--- config.mk ---
export PLATFORM = sky130hd
export DESIGN_NAME = sfdh_ctrl
export DESIGN_NICKNAME = d
export VERILOG_FILES = /design/src/hw/rtl/assert_macros.svh /design/src/hw/rtl/sfdh_pkg.sv /design/src/hw/rtl/sfdh_ctrl.sv
export SDC_FILE = /design/constraint.sdc
export NUM_CORES = 1
export LEC_CHECK = 0
export BUFFER_PORTS_ARGS = -buffer_cell sky130_fd_sc_hd__buf_2
export CAP_MARGIN = 20
export CORE_MARGIN = 2
export CORE_UTILIZATION = 45
export CTS_CLUSTER_DIAMETER = 150
export DETAILED_ROUTE_END_ITERATION = 12
export PLACE_DENSITY_LB_ADDON = 0.12
export SKIP_CTS_REPAIR_TIMING = 1
export SKIP_LAST_GASP = 1
export SLEW_MARGIN = 20
export SYNTH_ARGS = -nofsm -noshare
export SYNTH_HDL_FRONTEND = slang
export SYNTH_SLANG_ARGS = --single-unit
--- constraint.sdc ---
create_clock -name i_clk -period 4.2 [get_ports i_clk]
set_input_delay 0.84 -clock i_clk [delete_from_list [all_inputs] [get_ports i_clk]]
set_output_delay 0.84 -clock i_clk [all_outputs]
set_load 0.01 [all_outputs]
--- src/hw/rtl/assert_macros.svh ---
// Assertion helpers for the top-level RTL file.
`ifndef ASSERT_MACROS_SVH
`define ASSERT_MACROS_SVH

// Same-cycle implication, disabled while reset is asserted (active low).
`define ASSERT_IMPLIES(lbl, clk, rst_n, ante, cons, msg) \
    lbl: assert property (@(posedge clk) disable iff (!(rst_n)) (ante) |-> (cons)) \
        else $error(msg);

// Next-cycle implication, disabled while reset is asserted (active low).
`define ASSERT_NEXT(lbl, clk, rst_n, ante, cons, msg) \
    lbl: assert property (@(posedge clk) disable iff (!(rst_n)) (ante) |=> (cons)) \
        else $error(msg);

`endif

--- src/hw/rtl/sfdh_pkg.sv ---
package sfdh_pkg;

    // Fixed widths and sizes
    localparam int COEF_FRAC_BITS_DEF = 24;
    localparam int SAMPLE_W     = 16;
    localparam int COEF_W       = 32;
    localparam int PROD_W       = SAMPLE_W + 1 + COEF_W;
    localparam int ACC_W        = 56;
    localparam int LP_HALF      = 31;   // folded low-pass taps
    localparam int LP_HIST      = 60;
    localparam int ADDR_W       = 6;
    localparam int TAP_W        = 5;
    localparam int HP_TAPS      = 5;
    localparam int HP_HIST      = 4;
    localparam int HP_IDX_W     = 2;
    localparam int HP_TAP_IDX_W = 3;
    localparam int DRAIN_CYC    = 2;
    localparam int PADDR_W      = 4;
    localparam int PDATA_W      = 32;
    localparam int REG_IDX_W    = 2;

    // Register indexes
    localparam logic [REG_IDX_W-1:0] REG_INVERT_LEFT   = 2'd0;
    localparam logic [REG_IDX_W-1:0] REG_SWAP_CHANNELS = 2'd1;
    localparam logic [REG_IDX_W-1:0] REG_DECIMATE      = 2'd2;

    typedef logic signed [SAMPLE_W-1:0] t_sample;
    typedef logic signed [COEF_W-1:0]   t_coef;
    typedef logic signed [ACC_W-1:0]    t_acc;
    typedef t_coef t_lp_tab [LP_HALF];
    typedef t_coef t_hp_tab [HP_TAPS];

    localparam t_sample SAMPLE_MIN = {1'b1, {(SAMPLE_W-1){1'b0}}};
    localparam t_sample SAMPLE_MAX = {1'b0, {(SAMPLE_W-1){1'b1}}};

    // Decimal coefficients scaled by 1e14
    localparam longint unsigned DEC_SCALE = 64'd100000000000000;
    localparam longint LP_DEC [LP_HALF] = '{
        -64'sd7507, -64'sd763429300, -64'sd4041223300, 64'sd1971907300,
        64'sd20377662000, 64'sd13767974000, -64'sd40439283000, -64'sd66447260000,
        64'sd29251078000, 64'sd153570750000, 64'sd67007710000,
        -64'sd221148090000, -64'sd283535780000, 64'sd155079780000,
        64'sd575083080000, 64'sd176655350000, -64'sd765895660000,
        -64'sd823938200000, 64'sd564104100000, 64'sd1634167500000,
        64'sd329197220000, -64'sd2180879600000, -64'sd2045659200000,
        64'sd1784535700000, 64'sd4400624000000, 64'sd468221960000,
        -64'sd6873457000000, -64'sd6387941500000, 64'sd8764380000000,
        64'sd30289385000000, 64'sd40517990000000
    };
    localparam longint HP_DEC [HP_TAPS] = '{
        64'sd10000000000000, -64'sd40000000000000, 64'sd60000000000000,
        -64'sd40000000000000, 64'sd10000000000000
    };

    // Command and status between controller and datapath
    typedef struct packed {
        logic             accept;
        logic             issue;
        logic             clr;
        logic             src_hp;
        logic [TAP_W-1:0] tap;
        logic             lp_fin;
        logic             mix;
        logic             out_load;
    } t_cmd;

    typedef struct packed {
        logic phase;
        logic out_free;
    } t_stat;

    // Scale a decimal coefficient to fixed point, halves away from zero
    function automatic longint quantize(input longint c, input int frac);
        longint unsigned mag;
        longint unsigned rem;
        longint unsigned q;
        int i;
        mag = (c < 0) ? longint'(-c) : longint'(c);
        rem = mag % DEC_SCALE;
        q   = mag / DEC_SCALE;
        for (i = 0; i < frac; i++) begin
            q   = q << 1;
            rem = rem << 1;
            if (rem >= DEC_SCALE) begin
                rem = rem - DEC_SCALE;
                q   = q + 64'd1;
            end
        end
        if (rem * 2 >= DEC_SCALE) q = q + 64'd1;
        return (c < 0) ? -longint'(q) : longint'(q);
    endfunction

    function automatic t_lp_tab lp_table(input int frac);
        t_lp_tab t;
        int k;
        for (k = 0; k < LP_HALF; k++) t[k] = COEF_W'(quantize(LP_DEC[k], frac));
        return t;
    endfunction

    function automatic t_hp_tab hp_table(input int frac);
        t_hp_tab t;
        int k;
        for (k = 0; k < HP_TAPS; k++) t[k] = COEF_W'(quantize(HP_DEC[k], frac));
        return t;
    endfunction

endpackage

--- src/hw/rtl/sfdh_ctrl.sv ---
module sfdh_ctrl import sfdh_pkg::*; (
    input  logic  i_clk,
    input  logic  i_rst_n,
    input  logic  i_in_valid,
    output logic  o_in_ready,
    input  logic  i_decim,
    input  t_stat i_stat,
    output t_cmd  o_cmd
);

    localparam logic [2:0] S_IDLE     = 3'd0;
    localparam logic [2:0] S_LP_RUN   = 3'd1;
    localparam logic [2:0] S_LP_DRAIN = 3'd2;
    localparam logic [2:0] S_LP_FIN   = 3'd3;
    localparam logic [2:0] S_MIX      = 3'd4;
    localparam logic [2:0] S_HP_RUN   = 3'd5;
    localparam logic [2:0] S_HP_DRAIN = 3'd6;
    localparam logic [2:0] S_HP_FIN   = 3'd7;

    logic [2:0]       r_state, n_state;
    logic [TAP_W-1:0] r_cnt, n_cnt;

    assign o_in_ready = (r_state == S_IDLE);

    // Sequence the taps and the finishing steps
    always_comb begin
        n_state = r_state;
        n_cnt   = r_cnt;
        o_cmd   = '0;
        o_cmd.tap = r_cnt;
        case (r_state)
            S_IDLE: begin
                o_cmd.accept = i_in_valid;
                n_cnt = '0;
                if (i_in_valid) n_state = i_decim ? S_LP_RUN : S_MIX;
            end
            S_LP_RUN: begin
                o_cmd.issue = 1'b1;
                o_cmd.clr   = (r_cnt == '0);
                if (r_cnt == TAP_W'(LP_HALF - 1)) begin
                    n_cnt   = '0;
                    n_state = S_LP_DRAIN;
                end else begin
                    n_cnt = r_cnt + TAP_W'(1);
                end
            end
            S_LP_DRAIN: begin
                if (r_cnt == TAP_W'(DRAIN_CYC - 1)) begin
                    n_cnt   = '0;
                    n_state = S_LP_FIN;
                end else begin
                    n_cnt = r_cnt + TAP_W'(1);
                end
            end
            S_LP_FIN: begin
                o_cmd.lp_fin = 1'b1;
                // second of a pair goes on to the high-pass
                n_state = i_stat.phase ? S_MIX : S_IDLE;
            end
            S_MIX: begin
                o_cmd.mix = 1'b1;
                n_cnt     = '0;
                n_state   = S_HP_RUN;
            end
            S_HP_RUN: begin
                o_cmd.issue  = 1'b1;
                o_cmd.src_hp = 1'b1;
                o_cmd.clr    = (r_cnt == '0);
                if (r_cnt == TAP_W'(HP_TAPS - 1)) begin
                    n_cnt   = '0;
                    n_state = S_HP_DRAIN;
                end else begin
                    n_cnt = r_cnt + TAP_W'(1);
                end
            end
            S_HP_DRAIN: begin
                if (r_cnt == TAP_W'(DRAIN_CYC - 1)) begin
                    n_cnt   = '0;
                    n_state = S_HP_FIN;
                end else begin
                    n_cnt = r_cnt + TAP_W'(1);
                end
            end
            S_HP_FIN: begin
                // hold until the output register is free
                o_cmd.out_load = i_stat.out_free;
                if (i_stat.out_free) n_state = S_IDLE;
            end
            default: begin
                n_state = S_IDLE;
            end
        endcase
    end

    always_ff @(posedge i_clk) begin
        if (!i_rst_n) begin
            r_state <= S_IDLE;
            r_cnt   <= '0;
        end else begin
            r_state <= n_state;
            r_cnt   <= n_cnt;
        end
    end

endmodule

== Word-level counts from Yosys, hierarchy flattened ==
Cells that the tools add are included.
Word-level totals
  flip-flop bits (word level): 8
  input bits: 6
  logic and storage cells: 45
  output and inout bits: 13
Cells by class
  muxes and demuxes: 19
  equality and inequality tests: 16
  add/sub/neg operators: 1
  reduce and logical (&&, ||, !) cells: 7
Operators by type and width (number)
  3-bit two-way mux: 8
  3-bit one-hot mux with 8 select lines: 1
  5-bit one-hot mux with 4 select lines: 1
  5-bit two-way mux: 3
  3-bit equality test (second input constant): 4
  2-bit != test (second input constant): 6
  3-bit by 2-bit equality test with 1-bit output (second input constant): 2
  6-bit AND reduction: 1
  2-bit OR reduction: 3
  5-bit by 1-bit adder with 5-bit output (second input constant): 1
  5-bit by 1-bit equality test with 1-bit output (second input constant): 1
  5-bit by 3-bit equality test with 1-bit output (second input constant): 1
  5-bit equality test (second input constant): 1
  5-bit zero test: 1
  1-bit two-way mux: 5
  4-bit nonzero test: 1
  3-bit by 1-bit equality test with 1-bit output (second input constant): 1
  3-bit zero test: 1
  2-bit two-way mux: 1

== Depth between registers and ports, before layout ==
Gate-level depths: netlist of run 1.
  depth in word-level cells: 3
  mapped depth: 6
  depth with buffers taken out: 6

== Least setup slack after synthesis of run 1 ==
No wires, ideal clock.
  kind: register to output
  from: register r_state[0]
  to: output port o_cmd[0] in the netlist's numbering
  stages on the path, launching flop included: 4
  path buffers: 1
  setup slack: 2.293 ns
  required time: 3.360 ns
  data arrival time: 1.067 ns
  path through: dfxtp_1 > ha_1 > clkbuf_1 > and3_1
RTL lines
  from (decl): RTL line sfdh_ctrl.sv:20  | logic [2:0] r_state, n_state;
  from (signal assigned): RTL line sfdh_ctrl.sv:100  | r_state <= n_state;
  to (decl): RTL line sfdh_ctrl.sv:8  | output t_cmd o_cmd

==> results of run 1 <==
==> routing by layer <==
layer	vias to the layer above	global-route usage (%)
li1	301	-
met2	17	25.2
met5	-	0
met3	4	4.31
met4	0	7.50
met1	262	24.6
==> cells in the final DEF, fill, tap and decap left out, types with 3 or more instances in the layout <==
cell type,instances
buf_2,18
clkbuf_4,3
dfxtp_1,8
ha_1,11
inv_1,5
nand2_1,5
nor2_1,4
nor2b_1,3
o211a_1,3
xnor2_1,3
==> through the flow <==
stage | area [um2] | setup slack (ns) | std cells | util [%] | hold WS [ns]
final | 786 | 1.85 | 107 | 58.9 | 0.521
after CTS | 786 | 1.85 | 107 | 58.9 | 0.523
after floorplan | 662 | 2.29 | 73 | - | 0.486
after detailed placement | 763 | 2.12 | 104 | 57.2 | 0.522
after global placement | 763 | 2.13 | 104 | 57.2 | 0.511
after global routing | 786 | 1.70 | 107 | 58.9 | 0.572
==> flip-flops by register name, indices dropped and copies added (netlist names) <==
register  count
r_cnt         5
r_state       3
==> area by class of cell <==
class | instances | area share [%]
multi-input cells | 58 | 60.5
well taps | 15 | 2.39
repair buffers | 18 | 11.5
flip-flops and latches | 8 | 20.4
inverters | 5 | 2.39
clock buffers | 3 | 2.87
==> cell families (layout without fill, tap and decap cells) <==
| kind of cell | count (synthesis) | after routing | share of synthesized area, % |
|---|---|---|---|
| mux | 2 | 2 | 3.02 |
| xor+xnor | 3 | 3 | 3.97 |
| buf+inv | 7 | 26 | 3.97 |
| simple gates | 31 | 31 | 29.1 |
| fa+ha+maj | 11 | 11 | 20.8 |
| flops | 8 | 8 | 24.2 |
| compound gates | 11 | 11 | 14.9 |
==> how the worst max path moves through the flow <==
stage,startpoint,to,slack (ns)
floorplan,r_state[0]$_SDFFE_PN0P_,o_cmd[0],2.29
global placement,i_stat[0],o_cmd[0],2.13
detailed placement,i_stat[0],o_cmd[0],2.12
CTS,r_state[0]$_SDFFE_PN0P_,o_cmd[2],1.85
global route,r_state[0]$_SDFFE_PN0P_,o_cmd[2],1.70
finish,r_state[0]$_SDFFE_PN0P_,o_cmd[2],1.85
==> power by group <==
group	internal, mW	leakage (nW)	total, mW	switching [mW]
Clock	0.0327	0.0138	0.0591	0.0264
Combinational	0.0962	0.342	0.211	0.114
Sequential	0.0902	0.0651	0.113	0.0229
==> critical path, cell delays in order (launching register included) <==
cell and delay, ns:
dfxtp_1 0.42, ha_1 0.46, nor2b_1 0.23, buf_2 0.15
==> impl_metrics.env, run 1 <==
export IMPL_route_antenna_remaining_nets=0
export IMPL_floorplan_io_pins=19
export IMPL_root_buffer="clkbuf_4"
export IMPL_finalSetupViolations=0
export IMPL_slew_limit_headroom_pct=70.5
export IMPL_initial_core_utilization_pct=49.6
export IMPL_netlist_area_um2=662
export IMPL_worst_ep_required_time_ns=3.36
export IMPL_die_area_um2=1790
export IMPL_path_max_fanout=15
export IMPL_synth_cell_types=30
export IMPL_post_layout_total_power_mw=0.383
export IMPL_yosysSeqAreaShare_pct=24.2
export IMPL_syn_avg_cell_area_um2=9.07
export IMPL_cell_pwr_density_nw_per_um2=487
export IMPL_routedLengthMet1_um=719
export IMPL_dr_total_vias=584
export IMPL_core_region_area_um2=1330
export IMPL_fmax_mhz=426
export IMPL_holdCritStartpoint="r_state[1]$_SDFFE_PN0P_"
export IMPL_vias_per_cell=5.46
export IMPL_max_cap_viols=0
export IMPL_outcome="completed"
export IMPL_mappedNetlistNets=90
export IMPL_buffer_ports_inserted=18
export IMPL_syn_instance_count=73
export IMPL_setup_tns_final_ns=0
export IMPL_grt_pass1_vias=502
export IMPL_maxSlewViolCount=0
export IMPL_grt_antenna_before_repair=0
export IMPL_total_met3_wirelength_after_detailed_routing_um=80
export IMPL_synthFlopType="dfxtp_1"
export IMPL_fin_crit_ns=2.35
export IMPL_r2r_cells=5
export IMPL_wirelength_um=1410
export IMPL_cp_end_kind="primary output"
export IMPL_worstPathArrival_ns=1.51
export IMPL_n_fill_cell=133
export IMPL_num_cts_buffers=3
export IMPL_netlist_top_cells_area="dfxtp_1 24%, ha_1 21%, o211a_1 4.5%"
export IMPL_cts_buffer_depth=2
export IMPL_setup_reg_to_reg_worst_slack_ns=2.43
export IMPL_synthTopCellsByCount="11 x ha_1, 8 x dfxtp_1, 5 x inv_1, 5 x nand2_1, 4 x nor2_1"
export IMPL_post_synth_top_area_cell="dfxtp_1"
export IMPL_wl_per_cell_um=13.1
export IMPL_clock_skew_final_ns=0.00102
export IMPL_finalCritPeriodShare_pct=55.9
export IMPL_cts_tree="built"
export IMPL_antennaDiodeCount=0
export IMPL_final_layout_size_suffix_gt1_share_pct=28.3
export IMPL_final_seq_area_um2=160
export IMPL_worstSetupPathType="reg2out"
export IMPL_grt_remaining_overflow=0
export IMPL_critical_path_reg2reg_endpoint="r_cnt[0]$_SDFFE_PN0P_"
export IMPL_min_path_cells=2
export IMPL_hold_path_class="reg2reg"
export IMPL_cts_sinks=8
export IMPL_num_rows=13
export IMPL_start_kind="flop"
export IMPL_synth_top_area_share_pct=24.2
export IMPL_cts_htree_levels=1
export IMPL_multi_input_area_um2=475
export IMPL_worst_skew_pair_late_latency_ns=0.25
export IMPL_die_height_um=42.4
export IMPL_grt_util_all_layers_pct=17.6
export IMPL_synth_ff_latch_count=8
export IMPL_routed_top_layer="met4"
export IMPL_ir_drop_uv=236
export IMPL_grt_max_degree=16
export IMPL_rsz0062_at_grt="no"
export IMPL_total_leakage_power_nw=0.421
export IMPL_flow_area_growth_from_synthesis_pct=18.7
export IMPL_detailed_place_hpwl_um=1040
export IMPL_worstMarginPinSlew_ns=0.442
export IMPL_async_set_reset_flop_share_out_of_synthesis_pct=0
export IMPL_layout_nets=111
export IMPL_rr_startpoint="r_cnt[0]$_SDFFE_PN0P_"
export IMPL_whs_endpoint="r_state[1]$_SDFFE_PN0P_"
export IMPL_initialDrtViolationCount=6
export IMPL_post_route_drc_count=0
export IMPL_gp_congestion=0.722
export IMPL_post_synth_top_count_cell="ha_1"
export IMPL_yosysWarningCount=0
export IMPL_final_hold_violation_count=0
export IMPL_fp_dieW_um=42.4
export IMPL_detailedRoute_firstPassIterationCount=4
export IMPL_grt_pass1_wl_um=2390
export IMPL_routed_wl_met2_um=584
export IMPL_synth_enable_flop_cells=0
export IMPL_clkTransAtPathRegs_ns=0.06
Note: power is estimated with default switching activity, not from simulation.
==> run 2: changes to the inputs <==
--- a/config.mk
+++ b/config.mk
@@ -5,6 +5,7 @@
 export SDC_FILE = /design/constraint.sdc
 export NUM_CORES = 1
 export LEC_CHECK = 0
+export ABC_AREA = 1
 export BUFFER_PORTS_ARGS = -buffer_cell sky130_fd_sc_hd__buf_2
 export CAP_MARGIN = 20
 export CORE_MARGIN = 2
==> constraint.sdc (replaced) <==
create_clock -name i_clk -period 2.2 [get_ports i_clk]
set_input_delay 0.44 -clock i_clk [delete_from_list [all_inputs] [get_ports i_clk]]
set_output_delay 0.44 -clock i_clk [all_outputs]
set_load 0.01 [all_outputs]
==> run 2 against run 1 <==
Net effect:
- register-to-register slack worse by 1.7 ns
- sequential cell count is the same
- utilization fell by 2.7 points
- non-clock buffer count did not move
- worst setup slack lost 1.5 ns
- area after synthesis is 13% higher
- first-iteration DRC count grew to 3.3 times the previous value
- critical endpoint is now o_cmd[0]
- sequential share of layout area decreased by 1.9 points
==> impl_metrics.env, run 2 <==
export IMPL_final_seq_area_um2=160
export IMPL_finalCritPeriodShare_pct=85.8
export IMPL_layout_nets=156
export IMPL_vias_per_cell=4.78
export IMPL_ir_drop_uv=493
export IMPL_groute_layer_met3_usage_pct=7.20
export IMPL_gp_congestion=0.791
export IMPL_cts_htree_levels=1
export IMPL_netlist_area_um2=751
export IMPL_final_hold_violation_count=0
export IMPL_num_rows=14
export IMPL_fp_dieW_um=44.8
export IMPL_worstMarginPinSlew_ns=0.309
export IMPL_die_height_um=44.8
export IMPL_worst_skew_pair_late_latency_ns=0.25
export IMPL_multi_input_area_um2=490
export IMPL_dpl_cell_count=150
export IMPL_synth_compound_area_share_pct=7.50
export IMPL_grt_antenna_before_repair=0
export IMPL_cts_buffer_depth=2
export IMPL_num_cts_buffers=3
export IMPL_fmax_mhz=530
export IMPL_wirelength_um=1490
export IMPL_synth_adder_area_share_pct=18.3
export IMPL_detailedRoute_firstPassIterationCount=4
export IMPL_grt_most_used_layer="met2"
export IMPL_cts_sinks=8
export IMPL_post_synth_xor_area_fraction_pct=3.50
export IMPL_final_instance_count_without_filler_cells=153
export IMPL_worstPathArrival_ns=1.45
export IMPL_synth_enable_flop_cells=0
export IMPL_worstSetupPathType="reg2out"
export IMPL_final_layout_size_suffix_gt1_share_pct=21.9
export IMPL_path_max_fanout=9
export IMPL_synthFlopType="dfxtp_1"
export IMPL_post_synth_top_count_cell="nand2_1"
export IMPL_n_fill_cell=160
export IMPL_clock_skew_final_ns=0.00260
export IMPL_worst_ep_required_time_ns=1.76
export IMPL_post_layout_total_power_mw=0.857
export IMPL_finalSetupViolations=0
export IMPL_post_synth_top_area_cell="dfxtp_1"
export IMPL_slew_limit_headroom_pct=79.4
export IMPL_grt_pass1_wl_um=2550
export IMPL_buffer_ports_inserted=18
export IMPL_max_cap_viols=0
export IMPL_mappedNetlistNets=136
export IMPL_synthTopCellsByCount="26 x nand2_1, 18 x inv_1, 16 x nor2_1"
export IMPL_initialDrtViolationCount=20
export IMPL_synthMuxAreaShare_pct=0
export IMPL_start_kind="flop"
export IMPL_cts_tree="built"
export IMPL_hold_path_class="in2reg"
export IMPL_async_set_reset_flop_share_out_of_synthesis_pct=0
export IMPL_flow_area_growth_from_synthesis_pct=15.3
export IMPL_grt_pass1_vias=637
export IMPL_post_route_drc_count=0
export IMPL_total_leakage_power_nw=0.498
export IMPL_initial_core_utilization_pct=48.7
export IMPL_yosysSeqAreaShare_pct=21.3
export IMPL_most_common_cell_after_layout_fill_and_taps_aside="nand2_1"
export IMPL_antennaDiodeCount=0
export IMPL_largest_reg_flops=5
export IMPL_rsz0062_at_grt="no"
export IMPL_root_buffer="clkbuf_4"
export IMPL_yosysWarningCount=0
export IMPL_outcome="completed"
export IMPL_cp_end_kind="primary output"
export IMPL_floorplan_io_pins=19
export IMPL_grt_util_all_layers_pct=17.0
export IMPL_grt_remaining_overflow=0
export IMPL_die_area_um2=2010
export IMPL_grt_met2_usage_pct=26.4
export IMPL_route_antenna_remaining_nets=0
export IMPL_final_cell_mix="26 x nand2_1, 18 x inv_1, 18 x buf_2, 16 x nor2_1, 12 x nand3_1"
export IMPL_core_region_area_um2=1540
export IMPL_netlist_top_cells_area="dfxtp_1 21%, ha_1 18%, nand2_1 13%"
export IMPL_cell_pwr_density_nw_per_um2=990
export IMPL_grt_max_degree=10
export IMPL_main_combinational_cell_family_by_area_after_synthesis="simple AND/OR/NAND/NOR gates"
export IMPL_synth_top_area_share_pct=21.3
export IMPL_setup_tns_final_ns=0
export IMPL_dr_total_vias=732
export IMPL_synth_cell_types=21
export IMPL_synth_ff_latch_count=8
export IMPL_basic_gate_share_of_the_synthesized_area_counting_and_or_nand_and_nor_cells_pct=36.0
export IMPL_grt_util_met1_pct=23.0
export IMPL_wl_per_cell_um=9.71
export IMPL_fin_crit_ns=1.89
export IMPL_largestRegisters="r_cnt (5), r_state (3)"
export IMPL_detailed_place_hpwl_um=1250
export IMPL_most_flops_register="r_cnt"
export IMPL_syn_avg_cell_area_um2=6.31
export IMPL_syn_instance_count=119
export IMPL_clkTransAtPathRegs_ns=0.05
export IMPL_maxSlewViolCount=0
-- run 2: layout make-up --
| class | instances | area share [%] |
|---|---|---|
| Clock buffer | 3 | 2.60 |
| Inverter | 22 | 9.54 |
| Multi-Input combinational cell | 86 | 56.6 |
| Sequential cell | 8 | 18.5 |
| Tap cell | 16 | 2.31 |
| Timing Repair Buffer | 18 | 10.4 |
-- run 2: cells by family (layout without fill, tap and decap cells) --
group	count (synthesis)	in the layout
AOI/OAI and AO/OA	10	10
xor gates and xnor gates	3	3
and+or+nand+nor	62	62
adders and majority gates	11	11
DFF	8	8
buffers and inverters	25	43
-- run 2: report_power, final --
part / internal [mW] / total, mW / switching (mW)
clock network: 0.0623 / 0.110 / 0.0476
logic: 0.199 / 0.524 / 0.325
registers: 0.178 / 0.223 / 0.0445
-- run 2: routing by layer --
metal | routed length [um] | vias to the layer above
met5 | 0 | -
met4 | 0 | 0
met3 | 87 | 0
met2 | 646 | 17
met1 | 751 | 310
li1 | - | 405
-- run 2: critical path, stage by stage (launching register included) --
cell and delay (ns):
dfxtp_1 0.39, ha_1 0.36, inv_1 0.12, nor3_1 0.18, buf_2 0.15
-- run 2: stage by stage --
step | area [um2] | hold WS, ns | setup WS [ns] | util [%]
detailed placement | 843 | 0.537 | 0.555 | 54.7
finish | 866 | 0.444 | 0.312 | 56.2
floorplan | 751 | 0.512 | 0.700 | -
global placement | 843 | 0.533 | 0.587 | 54.7
global route | 866 | 0.449 | 0.160 | 56.2
CTS | 866 | 0.440 | 0.272 | 56.2
-- run 2: worst paths after layout --
path	from	to	slack, ns	cells past startpoint
max	r_state[1]$_SDFFE_PN0P_	o_cmd[0]	0.31	4
min reg2reg	r_state[1]$_SDFFE_PN0P_	r_state[1]$_SDFFE_PN0P_	0.54	2
min	i_rst_n	r_state[1]$_SDFFE_PN0P_	0.44	3
max reg2reg	r_state[1]$_SDFFE_PN0P_	r_state[1]$_SDFFE_PN0P_	0.71	10
